<file path="src/design/cms_pkg.sv">
// Shared types and constants for the count-min sketch unit.
package cms_pkg;

   localparam int NUM_SEEDS   = 4;
   localparam int SEED_SEL_W  = 2;
   localparam int SEED_W      = 64;
   localparam int KEY_W       = 64;
   localparam int DELTA_W     = 32;
   localparam int CNT_W       = 32;
   localparam int HALF_W      = 32;
   localparam int CSR_INDEX_W = 8;

   // Seed register values after reset
   localparam logic [SEED_W-1:0] SEED_RESET [NUM_SEEDS] = '{
      64'd1, 64'd3, 64'd5, 64'd7
   };

   // Item action codes
   localparam logic ACTION_UPDATE   = 1'b0;
   localparam logic ACTION_ESTIMATE = 1'b1;

   typedef enum logic [3:0] {
      ST_CLEAR,
      ST_IDLE,
      ST_MUL_LL,
      ST_MUL_LH,
      ST_MUL_HL,
      ST_ADDR,
      ST_READ,
      ST_APPLY,
      ST_RESULT
   } state_type;

   // Partial product selection for the shared multiplier
   typedef enum logic [1:0] {
      MUL_LL,
      MUL_LH,
      MUL_HL
   } mul_sel_type;

   typedef struct packed {
      logic        clr_wr;
      logic        item_load;
      logic        mul_en;
      mul_sel_type mul_sel;
      logic        acc_load;
      logic        acc_add;
      logic        addr_load;
      logic        mem_rd;
      logic        mem_wr;
      logic        min_upd;
      logic        row_inc;
      logic        out_load;
   } cmd_type;

   typedef struct packed {
      logic clear_done;
      logic last_row;
      logic is_estimate;
   } status_type;

endpackage

</file>
<file path="src/design/cms_ctrl.sv">
// Controller state machine for the count-min sketch unit.
module cms_ctrl (
   input  logic                 clock,
   input  logic                 reset,
   input  logic                 req_valid,
   output logic                 req_stall,
   output logic                 rsp_valid,
   input  logic                 rsp_stall,
   input  cms_pkg::status_type  status,
   output cms_pkg::cmd_type     cmd
);
   import cms_pkg::*;

   state_type state_ff, state_in;
   logic      rsp_valid_ff, rsp_valid_in;
   logic      out_free;

   // Result register can take a new value when empty or being drained
   assign out_free = !rsp_valid_ff || !rsp_stall;

   // Next state
   always_comb begin
      state_in = state_ff;
      unique case (state_ff)
         ST_CLEAR:  if (status.clear_done) state_in = ST_IDLE;
         ST_IDLE:   if (req_valid) state_in = ST_MUL_LL;
         ST_MUL_LL: state_in = ST_MUL_LH;
         ST_MUL_LH: state_in = ST_MUL_HL;
         ST_MUL_HL: state_in = ST_ADDR;
         ST_ADDR:   state_in = ST_READ;
         ST_READ:   state_in = ST_APPLY;
         ST_APPLY: begin
            if (!status.last_row) begin
               state_in = ST_MUL_LL;
            end else if (status.is_estimate) begin
               state_in = ST_RESULT;
            end else begin
               state_in = ST_IDLE;
            end
         end
         ST_RESULT: if (out_free) state_in = ST_IDLE;
         default:   state_in = ST_CLEAR;
      endcase
   end

   // Datapath commands
   always_comb begin
      cmd         = '0;
      cmd.mul_sel = MUL_LL;
      unique case (state_ff)
         ST_CLEAR:  cmd.clr_wr = 1'b1;
         ST_IDLE:   cmd.item_load = req_valid;
         ST_MUL_LL: begin
            cmd.mul_en  = 1'b1;
            cmd.mul_sel = MUL_LL;
         end
         ST_MUL_LH: begin
            cmd.mul_en   = 1'b1;
            cmd.mul_sel  = MUL_LH;
            cmd.acc_load = 1'b1;
         end
         ST_MUL_HL: begin
            cmd.mul_en  = 1'b1;
            cmd.mul_sel = MUL_HL;
            cmd.acc_add = 1'b1;
         end
         ST_ADDR:   cmd.addr_load = 1'b1;
         ST_READ:   cmd.mem_rd = 1'b1;
         ST_APPLY: begin
            cmd.mem_wr  = !status.is_estimate;
            cmd.min_upd = status.is_estimate;
            cmd.row_inc = !status.last_row;
         end
         ST_RESULT: cmd.out_load = out_free;
         default:   cmd = '0;
      endcase
   end

   // Result valid flag
   always_comb begin
      rsp_valid_in = rsp_valid_ff && rsp_stall;
      if (cmd.out_load) rsp_valid_in = 1'b1;
   end

   always_ff @(posedge clock) begin
      if (reset) begin
         state_ff     <= ST_CLEAR;
         rsp_valid_ff <= 1'b0;
      end else begin
         state_ff     <= state_in;
         rsp_valid_ff <= rsp_valid_in;
      end
   end

   assign req_stall = (state_ff != ST_IDLE);
   assign rsp_valid = rsp_valid_ff;

endmodule

</file>
<file path="config.mk">
export PLATFORM = sky130hd
export DESIGN_NAME = cms_ctrl
export DESIGN_NICKNAME = d
export VERILOG_FILES = /design/src/design/cms_pkg.sv /design/src/design/cms_ctrl.sv
export SDC_FILE = /design/constraint.sdc
export NUM_CORES = 1
export LEC_CHECK = 0
export BUFFER_PORTS_ARGS = -buffer_cell sky130_fd_sc_hd__buf_2
export CAP_MARGIN = 30
export CORE_AREA = 4 4 41 43
export DETAILED_ROUTE_END_ITERATION = 7
export DIE_AREA = 0 0 45 47
export PLACE_DENSITY = 0.63
export RECOVER_POWER = 100
export SYNTH_ARGS = -nofsm -noshare
export SYNTH_HDL_FRONTEND = slang
export SYNTH_SLANG_ARGS = --single-unit
</file>
<file path="constraint.sdc">
create_clock -name clock -period 1.4 [get_ports clock]
set_input_delay 0.14 -clock clock [delete_from_list [all_inputs] [get_ports clock]]
set_output_delay 0.14 -clock clock [all_outputs]
set_load 0.02 [all_outputs]
</file>
==> reports/results.ini, run 1 <==
[final_layout]
multi_input_area_sq_um = 312.8
postLayoutCoreUtil_pct = 51.73
area_growth_pct = 67.60
antenna_cells = 0
layout_common_cells = 13 x buf_4, 10 x buf_2, 6 x nand2_1
n_fill_cell = 139
seq_area_sq_um = 115.1
layout_commonest_cell = buf_4
drive_above_1_share_pct = 62.82
fin_nets = 86

[place]
port_buffers = 21
place_hpwl_um = 838.5
globalplace.congestion = 0.7595

[drt]
drtIter0Drc = 10
ant_nets = 0
vias = 492
vias_per_cell = 5.290
drc = 0
totalWireLength_mm = 1.255
wire_per_inst_um = 13.49
first_pass_iters = 4

[sta]
hold-worst-slack_ns = 0.1077
slew_viol_final = 0
slew_headroom_pct = 83.54
worst_slew_pin_slew_ns = 0.2449
fin_worst_skew_ns = 0.001469
rsz0062_at_grt = true
fin_crit_sh_pct = 100.3
setup_ws_ns = -0.004449
final-hold-violation-count = 0
max_freq_ghz = 0.7120
setup_viol = 1
min_period_ns = 1.404

[pwr]
p_int_uw = 391.4
comb_power_share_pct = 43.2
switching_share_pct = 36.09
power_leakage_nw = 0.2883
powerDensity_mw_per_mm2 = 909.8
switchingPower_uw = 221.0
peakVddDrop_mv = 0.6401
clkPwrFrac_pct = 26.8
sequentialPowerShare_pct = 30.0

[synth]
syn_area_sq_um = 401.6
synth_cells = 52
synth_edf_count = 0
ys_warn_count = 0
synthArstFlopShare_pct = 0
syn-mean-instance-area_sq_um = 7.724
yosysSeqAreaShare_pct = 24.92
ys_types = 28
syn-num-nets = 59
synth_top_area_cell = dfxtp_1
dominantRegCellSynth = dfxtp_1
synth-seq-cells = 5
synthTopCellsByArea = dfxtp_1 25%, nand2_1 6.5%, buf_4 5.6%
synth_top_area_share_pct = 24.92

[global_route]
antenna_found_initial = 0
grt_max_degree = 8
grt-ovfl-total = 0
grt_pass1_wl_mm = 1.869
grt_pass1_vias = 444
grtUsageTotal_pct = 12.41

[hold_path]
hp-class = primary input to flip-flop
hold_start = req_valid

[critical_path]
worstPathRequired_ns = 1.26
path_cells = nand2b_4 -> or2_4 -> nor2_2 -> buf_4
startpoint_type = flip-flop
crit_slowest_cell = dfxtp_4
critPathLaunch = state_ff[3]
critPathKind = flip-flop to primary output
worstSetupEndpointType = primary output
critPathMaxFanout = 5
critPathMaxStageDelay_ns = 0.35
rr_startpoint = state_ff[3]
cp.arrival_ns = 1.26

[clocking]
cts_tree = done
cts_made_buffers = 3
cts.root.buffer_cell = clkbuf_4
worstSkewPairLatency_ns = 0.24
h-tree-depth = 1
clk_path_buf_depth = 2
cts_hold_buf = 0
cts_sinks = 5
clk_pin_slew_ns = 0.04

[floorplanning]
die_x_um = 45
core-area_sq_mm = 0.001301
initial_core_util_pct = 30.87
die-area_sq_mm = 0.002115
rows = 13
io_pins = 22
chipHeight_um = 47

[outcome]
violations = negative setup slack
status = complete, but fails checks

[flow_run]
maxCapViolCount = 0

==> sequential cells by signal, indices dropped and copies added, names as in the netlist <==
| signal | flops |
|---|---|
| rsp_valid | 1 |
| state_ff | 4 |
==> worst paths after layout <==
path                                     to  slack (ns)  cells after the start
worst max-delay path                 cmd[3]      -0.004                      4
worst min register to register    rsp_valid        0.54                      2
worst min-delay path            state_ff[0]        0.11                      2
worst max register to register  state_ff[0]        0.03                      5
==> per-stage QoR <==
stage	cells	setup slack (ns)	area (sq um)	TNS [ns]	total power, mW
global route	93	-0.07941	673.1	-0.1658	0.6601
global placement	87	0.07853	523.0	0	0.3883
detailed placement	87	0.02949	523.0	0	0.3912
finish	93	-0.004449	673.1	-0.004449	0.6124
CTS	93	0.008232	594.3	0	0.5768
floorplan	52	0.08873	411.6	0	0.3333
==> cell usage after synthesis, types with 2 or more instances <==
cell     instances
nor3_1           4
buf_6            2
mux2i_1          2
dfxtp_1          5
a21oi_1          3
buf_4            3
nand2_1          7
nor2_1           6
==> logic make-up (layout without fill, tap and decap cells) <==
family                 Yosys count  after routing  share of synthesized area (%)
buffers and inverters            7             33                          13.39
AO/OA/AOI/OAI                    7              7                          12.46
AND/OR/NAND/NOR                 30             30                          42.07
multiplexers                     2              2                          4.985
XOR/XNOR                         1              1                          2.181
flip-flops                       5              5                          24.92
==> layout make-up <==
type / instances / share of cell area (%)
clock buffer: 4 / 3.903
inverter: 1 / 0.5576
multi-input combinational: 40 / 46.47
sequential: 5 / 17.10
tap: 15 / 2.788
timing repair buffer: 28 / 29.18
==> power by group through the flow <==
stage	Sequential [mW]	Clock (mW)	Combinational [mW]
after floorplan	0.161	0	0.172
after global placement	0.182	0	0.206
after detailed placement	0.183	0	0.208
after CTS	0.183	0.172	0.222
after global routing	0.186	0.186	0.288
final	0.184	0.164	0.264
==> timing repair <==
action                     in CTS  in global routing
resized for setup              13                 22
buffers inserted                2                  0
setup endpoints to repair      11                 10
pin swaps                       1                  2
==> worst max-delay path: cells and delay by family, from the launching register on <==
family | cells | cell delay (ns)
simple gates | 3 | 0.51
buf+inv | 1 | 0.15
flops | 1 | 0.35
==> layer usage <==
metal  routed length [um]  vias up  global-route usage [%]
li1                     -      233                       -
met1                  449      235                   13.21
met2                  714       24                   22.03
met3                   90        0                   5.747
met4                    0        0                   3.509
met5                    0        -                       0
Note: power is estimated with default switching activity, not from simulation.
==> run 2, diff against run 1 <==
==> constraint.sdc (replaced) <==
create_clock -name clock -period 1.4 [get_ports clock]
set_input_delay 0.28 -clock clock [delete_from_list [all_inputs] [get_ports clock]]
set_output_delay 0.28 -clock clock [all_outputs]
set_load 0.02 [all_outputs]
==> reports/results.ini, run 2 (same netlist as run 1, synthesis figures left out) <==
[place]
globalplace.congestion = 0.7775  ; +2.4%
place_hpwl_um = 851.3  ; +1.5%
dp_slack_ns = 0.03610  ; +0.006609 ns
port_buffers = 21  ; unchanged

[global_route]
grt_max_degree = 11  ; +3
grt_pass1_vias = 481  ; +8.3%
grtUsageTotal_pct = 13.06  ; +0.65 points
grt_pass1_wl_mm = 1.966  ; +5.2%
grt-ovfl-total = 0  ; unchanged
antenna_found_initial = 0  ; unchanged

[flow_run]
maxCapViolCount = 0  ; unchanged

[sta]
rsz0062_at_grt = true
fin_crit_sh_pct = 112.3  ; +12 points
slew_viol_final = 0  ; unchanged
slew_headroom_pct = 86.10  ; +2.6 points
min_period_ns = 1.572  ; +0.1675 ns
hold-worst-slack_ns = 0.2683  ; +0.1606 ns
worst_slew_pin_slew_ns = 0.2073  ; -0.03758 ns
final-hold-violation-count = 0  ; unchanged
setup_viol = 10  ; +9
setup_ws_ns = -0.1720  ; -0.1675 ns
max_freq_ghz = 0.6361  ; -11%
fin_worst_skew_ns = 0.007550  ; +0.006080 ns

[final_layout]
largest-register = state_ff
area_growth_pct = 91.59
fin_nets = 91  ; +5.8%
antenna_cells = 0  ; unchanged
n_fill_cell = 122  ; -12%
drive_above_1_share_pct = 69.88  ; +7.1 points
seq_area_sq_um = 108.9  ; -5.4%
layout_commonest_cell = buf_4
largest_reg_flops = 4  ; unchanged
multi_input_area_sq_um = 334.1  ; +6.8%
layout_common_cells = 14 x buf_4, 10 x buf_6, 8 x buf_2
postLayoutCoreUtil_pct = 59.13  ; +7.4 points

[floorplanning]
io_pins = 22  ; unchanged
initial_core_util_pct = 30.87  ; unchanged
die-area_sq_mm = 0.002115  ; unchanged
rows = 13  ; unchanged
chipHeight_um = 47  ; unchanged
core-area_sq_mm = 0.001301  ; unchanged
die_x_um = 45  ; unchanged

[clocking]
clk_pin_slew_ns = 0.05  ; about the same
cts_made_buffers = 3  ; unchanged
h-tree-depth = 1  ; unchanged
worstSkewPairLatency_ns = 0.26  ; +0.02 ns
clk_path_buf_depth = 2  ; unchanged
cts.root.buffer_cell = clkbuf_4
cts_sinks = 5  ; unchanged
cts_hold_buf = 0  ; unchanged
cts_tree = done

[critical_path]
cp.arrival_ns = 1.29  ; +0.03 ns
critPathMaxFanout = 5  ; unchanged
worstPathRequired_ns = 1.12  ; -0.14 ns
startpoint_type = flip-flop
critPathKind = flip-flop to primary output
worstSetupEndpointType = primary output

[hold_path]
hp-class = primary input to flip-flop

[drt]
drtIter0Drc = 18  ; +8
totalWireLength_mm = 1.409  ; +12%
first_pass_iters = 4  ; unchanged
vias_per_cell = 5.235  ; -1.1%
ant_nets = 0  ; unchanged
wire_per_inst_um = 14.38  ; +6.5%
drc = 0  ; unchanged
vias = 513  ; +4.3%

[outcome]
violations = negative setup slack
status = complete, but fails checks

[pwr]
total_power_uw = 746.7  ; +22%
power_leakage_nw = 0.3330  ; +16%
powerDensity_mw_per_mm2 = 970.4  ; +6.7%
peakVddDrop_mv = 0.5369  ; -16%

==> run 2: repair_timing <==
item,in CTS,in global routing
pin swaps,4,5
resized for setup,14,31
setup buffers,1,4
cloned,0,0
setup endpoints to repair,13,14
==> run 2: area by class of cell <==
type | instances | area share, %
multi-input combinational | 40 | 43.41
timing repair buffer | 33 | 36.10
sequential | 5 | 14.15
clock buffer | 4 | 3.415
tap | 15 | 2.439
inverter | 1 | 0.4878
==> run 2: path summary, 6_finish.rpt <==
kind               startpoint          end  slack (ns)  depth (start not counted)
hold / removal      req_valid  state_ff[0]        0.27                          2
hold reg to reg     rsp_valid    rsp_valid        0.56                          2
setup / recovery  state_ff[2]      cmd[11]       -0.17                          4
setup reg to reg  state_ff[0]  state_ff[0]       -0.09                          7
==> run 2: per-layer routing <==
layer	global-route usage, %	vias up	wire, um
met2	22.03	19	817
met5	0	-	0
met1	15.10	248	477
li1	-	242	-
met4	7.018	0	25
met3	3.448	4	89
==> run 2: worst max-delay path: stages, from the launching register on <==
cell and delay (ns):
dfxtp_2 0.33, buf_6 0.13, nor3_4 0.24, and3_4 0.22, buf_6 0.11
==> run 2: per-stage QoR <==
step           cells  area, sq um  setup TNS (ns)
2_1_floorplan     52        411.6         -0.1975
3_3_place_gp      89        550.5               0
3_5_place_dp      89        550.5               0
4_1_cts           94        629.4         -0.9977
5_1_grt           98        769.5          -1.779
6_report          98        769.5          -1.035
==> run 2: where the power goes <==
group	switching, mW	total (mW)	internal (mW)
Combinational	0.176	0.394	0.219
Sequential	0.0175	0.175	0.158
Clock	0.0689	0.177	0.108
==> run 3, diff against run 2 <==
==> constraint.sdc (replaced) <==
create_clock -name clock -period 1.5 [get_ports clock]
set_input_delay 0.3 -clock clock [delete_from_list [all_inputs] [get_ports clock]]
set_output_delay 0.3 -clock clock [all_outputs]
set_load 0.02 [all_outputs]
==> reports/results.ini, run 3 (same netlist as run 1, synthesis figures left out) <==
[sta]
fin_crit_sh_pct = 106.8
rsz0062_at_grt = true
setup_viol = 8  ; -2
setup_ws_ns = -0.1014  ; +0.07061 ns
slew_viol_final = 0  ; unchanged
final-hold-violation-count = 0  ; unchanged
max_freq_ghz = 0.6245
slew_headroom_pct = 83.56  ; -2.5 points
fin_worst_skew_ns = 0.0001093  ; -0.007440 ns
min_period_ns = 1.601
worst_slew_pin_slew_ns = 0.2476  ; +0.04031 ns

[clocking]
worstSkewPairLatency_ns = 0.25  ; about the same
cts_tree = done
clk_pin_slew_ns = 0.05  ; about the same
cts_sinks = 5  ; unchanged
cts.root.buffer_cell = clkbuf_4
h-tree-depth = 1  ; unchanged
clk_path_buf_depth = 2  ; unchanged
cts_made_buffers = 3  ; unchanged
cts_hold_buf = 0  ; unchanged

[global_route]
grt_max_degree = 11  ; unchanged
grt_pass1_wl_mm = 2.049  ; +4.2%
grt-ovfl-total = 0  ; unchanged
antenna_found_initial = 0  ; unchanged
grtUsageTotal_pct = 13.79  ; +0.72 points
grt_pass1_vias = 487  ; +1.2%

[critical_path]
cp.arrival_ns = 1.30  ; about the same
critPathMaxFanout = 6  ; +1
startpoint_type = flip-flop
worstSetupEndpointType = primary output
worstPathRequired_ns = 1.20  ; +0.08 ns
critPathKind = flip-flop to primary output
reg2reg_slack_ns = 0.11  ; +0.20 ns

[pwr]
comb_power_share_pct = 46.7  ; -6.1 points
total_power_uw = 614.3  ; -18%
peakVddDrop_mv = 0.4867  ; -9.3%
sequentialPowerShare_pct = 26.3  ; +2.8 points
clkPwrFrac_pct = 27.0  ; +3.3 points
p_int_uw = 394.8  ; -19%
switchingPower_uw = 219.5  ; -16%
powerDensity_mw_per_mm2 = 916.0  ; -5.6%
switching_share_pct = 35.74  ; +0.66 points
power_leakage_nw = 0.3103  ; -6.8%

[final_layout]
largest-register = state_ff
final_area_sq_um = 670.6  ; -13%
largest_reg_flops = 4  ; unchanged
antenna_cells = 0  ; unchanged
layout_commonest_cell = buf_4
layout_common_cells = 17 x buf_4, 8 x buf_2, 7 x nand2_1
area_growth_pct = 66.98
drive_above_1_share_pct = 57.83  ; -12 points
fin_nets = 91  ; unchanged

[drt]
totalWireLength_mm = 1.273  ; -9.7%
drc = 0  ; unchanged
first_pass_iters = 4  ; unchanged
wire_per_inst_um = 12.99  ; -9.7%
drtIter0Drc = 5  ; -13
vias = 482  ; -6.0%
ant_nets = 0  ; unchanged
vias_per_cell = 4.918  ; -6.0%

[floorplanning]
initial_core_util_pct = 30.87  ; unchanged
chipHeight_um = 47  ; unchanged
die-area_sq_mm = 0.002115  ; unchanged
rows = 13  ; unchanged
die_x_um = 45  ; unchanged
io_pins = 22  ; unchanged
core-area_sq_mm = 0.001301  ; unchanged

[place]
place_area_sq_um = 530.5  ; -3.6%
port_buffers = 21  ; unchanged
globalplace.congestion = 0.8632  ; +11%
place_hpwl_um = 770  ; -9.6%

[outcome]
status = complete, but fails checks
violations = negative setup slack

[flow_run]
maxCapViolCount = 0  ; unchanged

[hold_path]
hp-class = primary input to flip-flop

==> run 3: path summary, 6_finish.rpt <==
path / to / depth (start not counted) / start
setup / recovery: cmd[0] / 5 / state_ff[0]
hold / removal: state_ff[0] / 2 / req_valid
setup reg to reg: state_ff[1] / 6 / state_ff[1]
hold reg to reg: rsp_valid / 2 / rsp_valid
==> run 3: power groups by stage <==
stage | clock network, mW | logic (mW) | registers [mW]
finish | 0.166 | 0.287 | 0.162
global placement | 0 | 0.210 | 0.159
floorplan | 0 | 0.161 | 0.151
global route | 0.178 | 0.313 | 0.163
detailed placement | 0 | 0.210 | 0.159
CTS | 0.171 | 0.271 | 0.161
==> run 3: what timing repair did <==
item,in CTS,in global routing
resized for setup,20,5
endpoints found under the setup margin,13,11
pin swaps,5,2
cloned,0,0
buffers inserted,5,1
==> run 3: final cells by class <==
type	instances	area (sq um)
timing repair buffer	33	227.7
inverter	1	3.754
multi-input combinational	40	285.3
clock buffer	4	26.28
tap	15	18.77
sequential	5	108.9
fill	138	630.6
==> run 3: metal layers <==
metal  wire length (um)  share of wire (%)  global-route usage [%]
met2                676                 53                   23.73
met3                 80                6.3                   4.598
met4                 36                2.8                   10.53
met5                  0                  0                       0
met1                479                 38                   13.76
==> run 3: worst max-delay path, cell delays in order (launching register included) <==
cell and delay [ns]:
dfxtp_4 0.36, buf_6 0.13, nor3_4 0.20, nand2_1 0.10, a21oi_2 0.11, buf_4 0.15
==> run 3: through the flow <==
stage	TNS, ns	utilization, %	hold WS, ns	instances	worst slack, ns
2_1_floorplan	0	-	0.3691	52	0.02873
3_3_place_gp	0	40.77	0.5113	88	0.1262
3_5_place_dp	0	40.77	0.5108	88	0.1331
4_1_cts	-0.2588	50.10	0.2378	97	-0.1162
5_1_grt	-0.9042	51.54	0.2702	98	-0.1683
6_report	-0.3365	51.54	0.2467	98	-0.1014
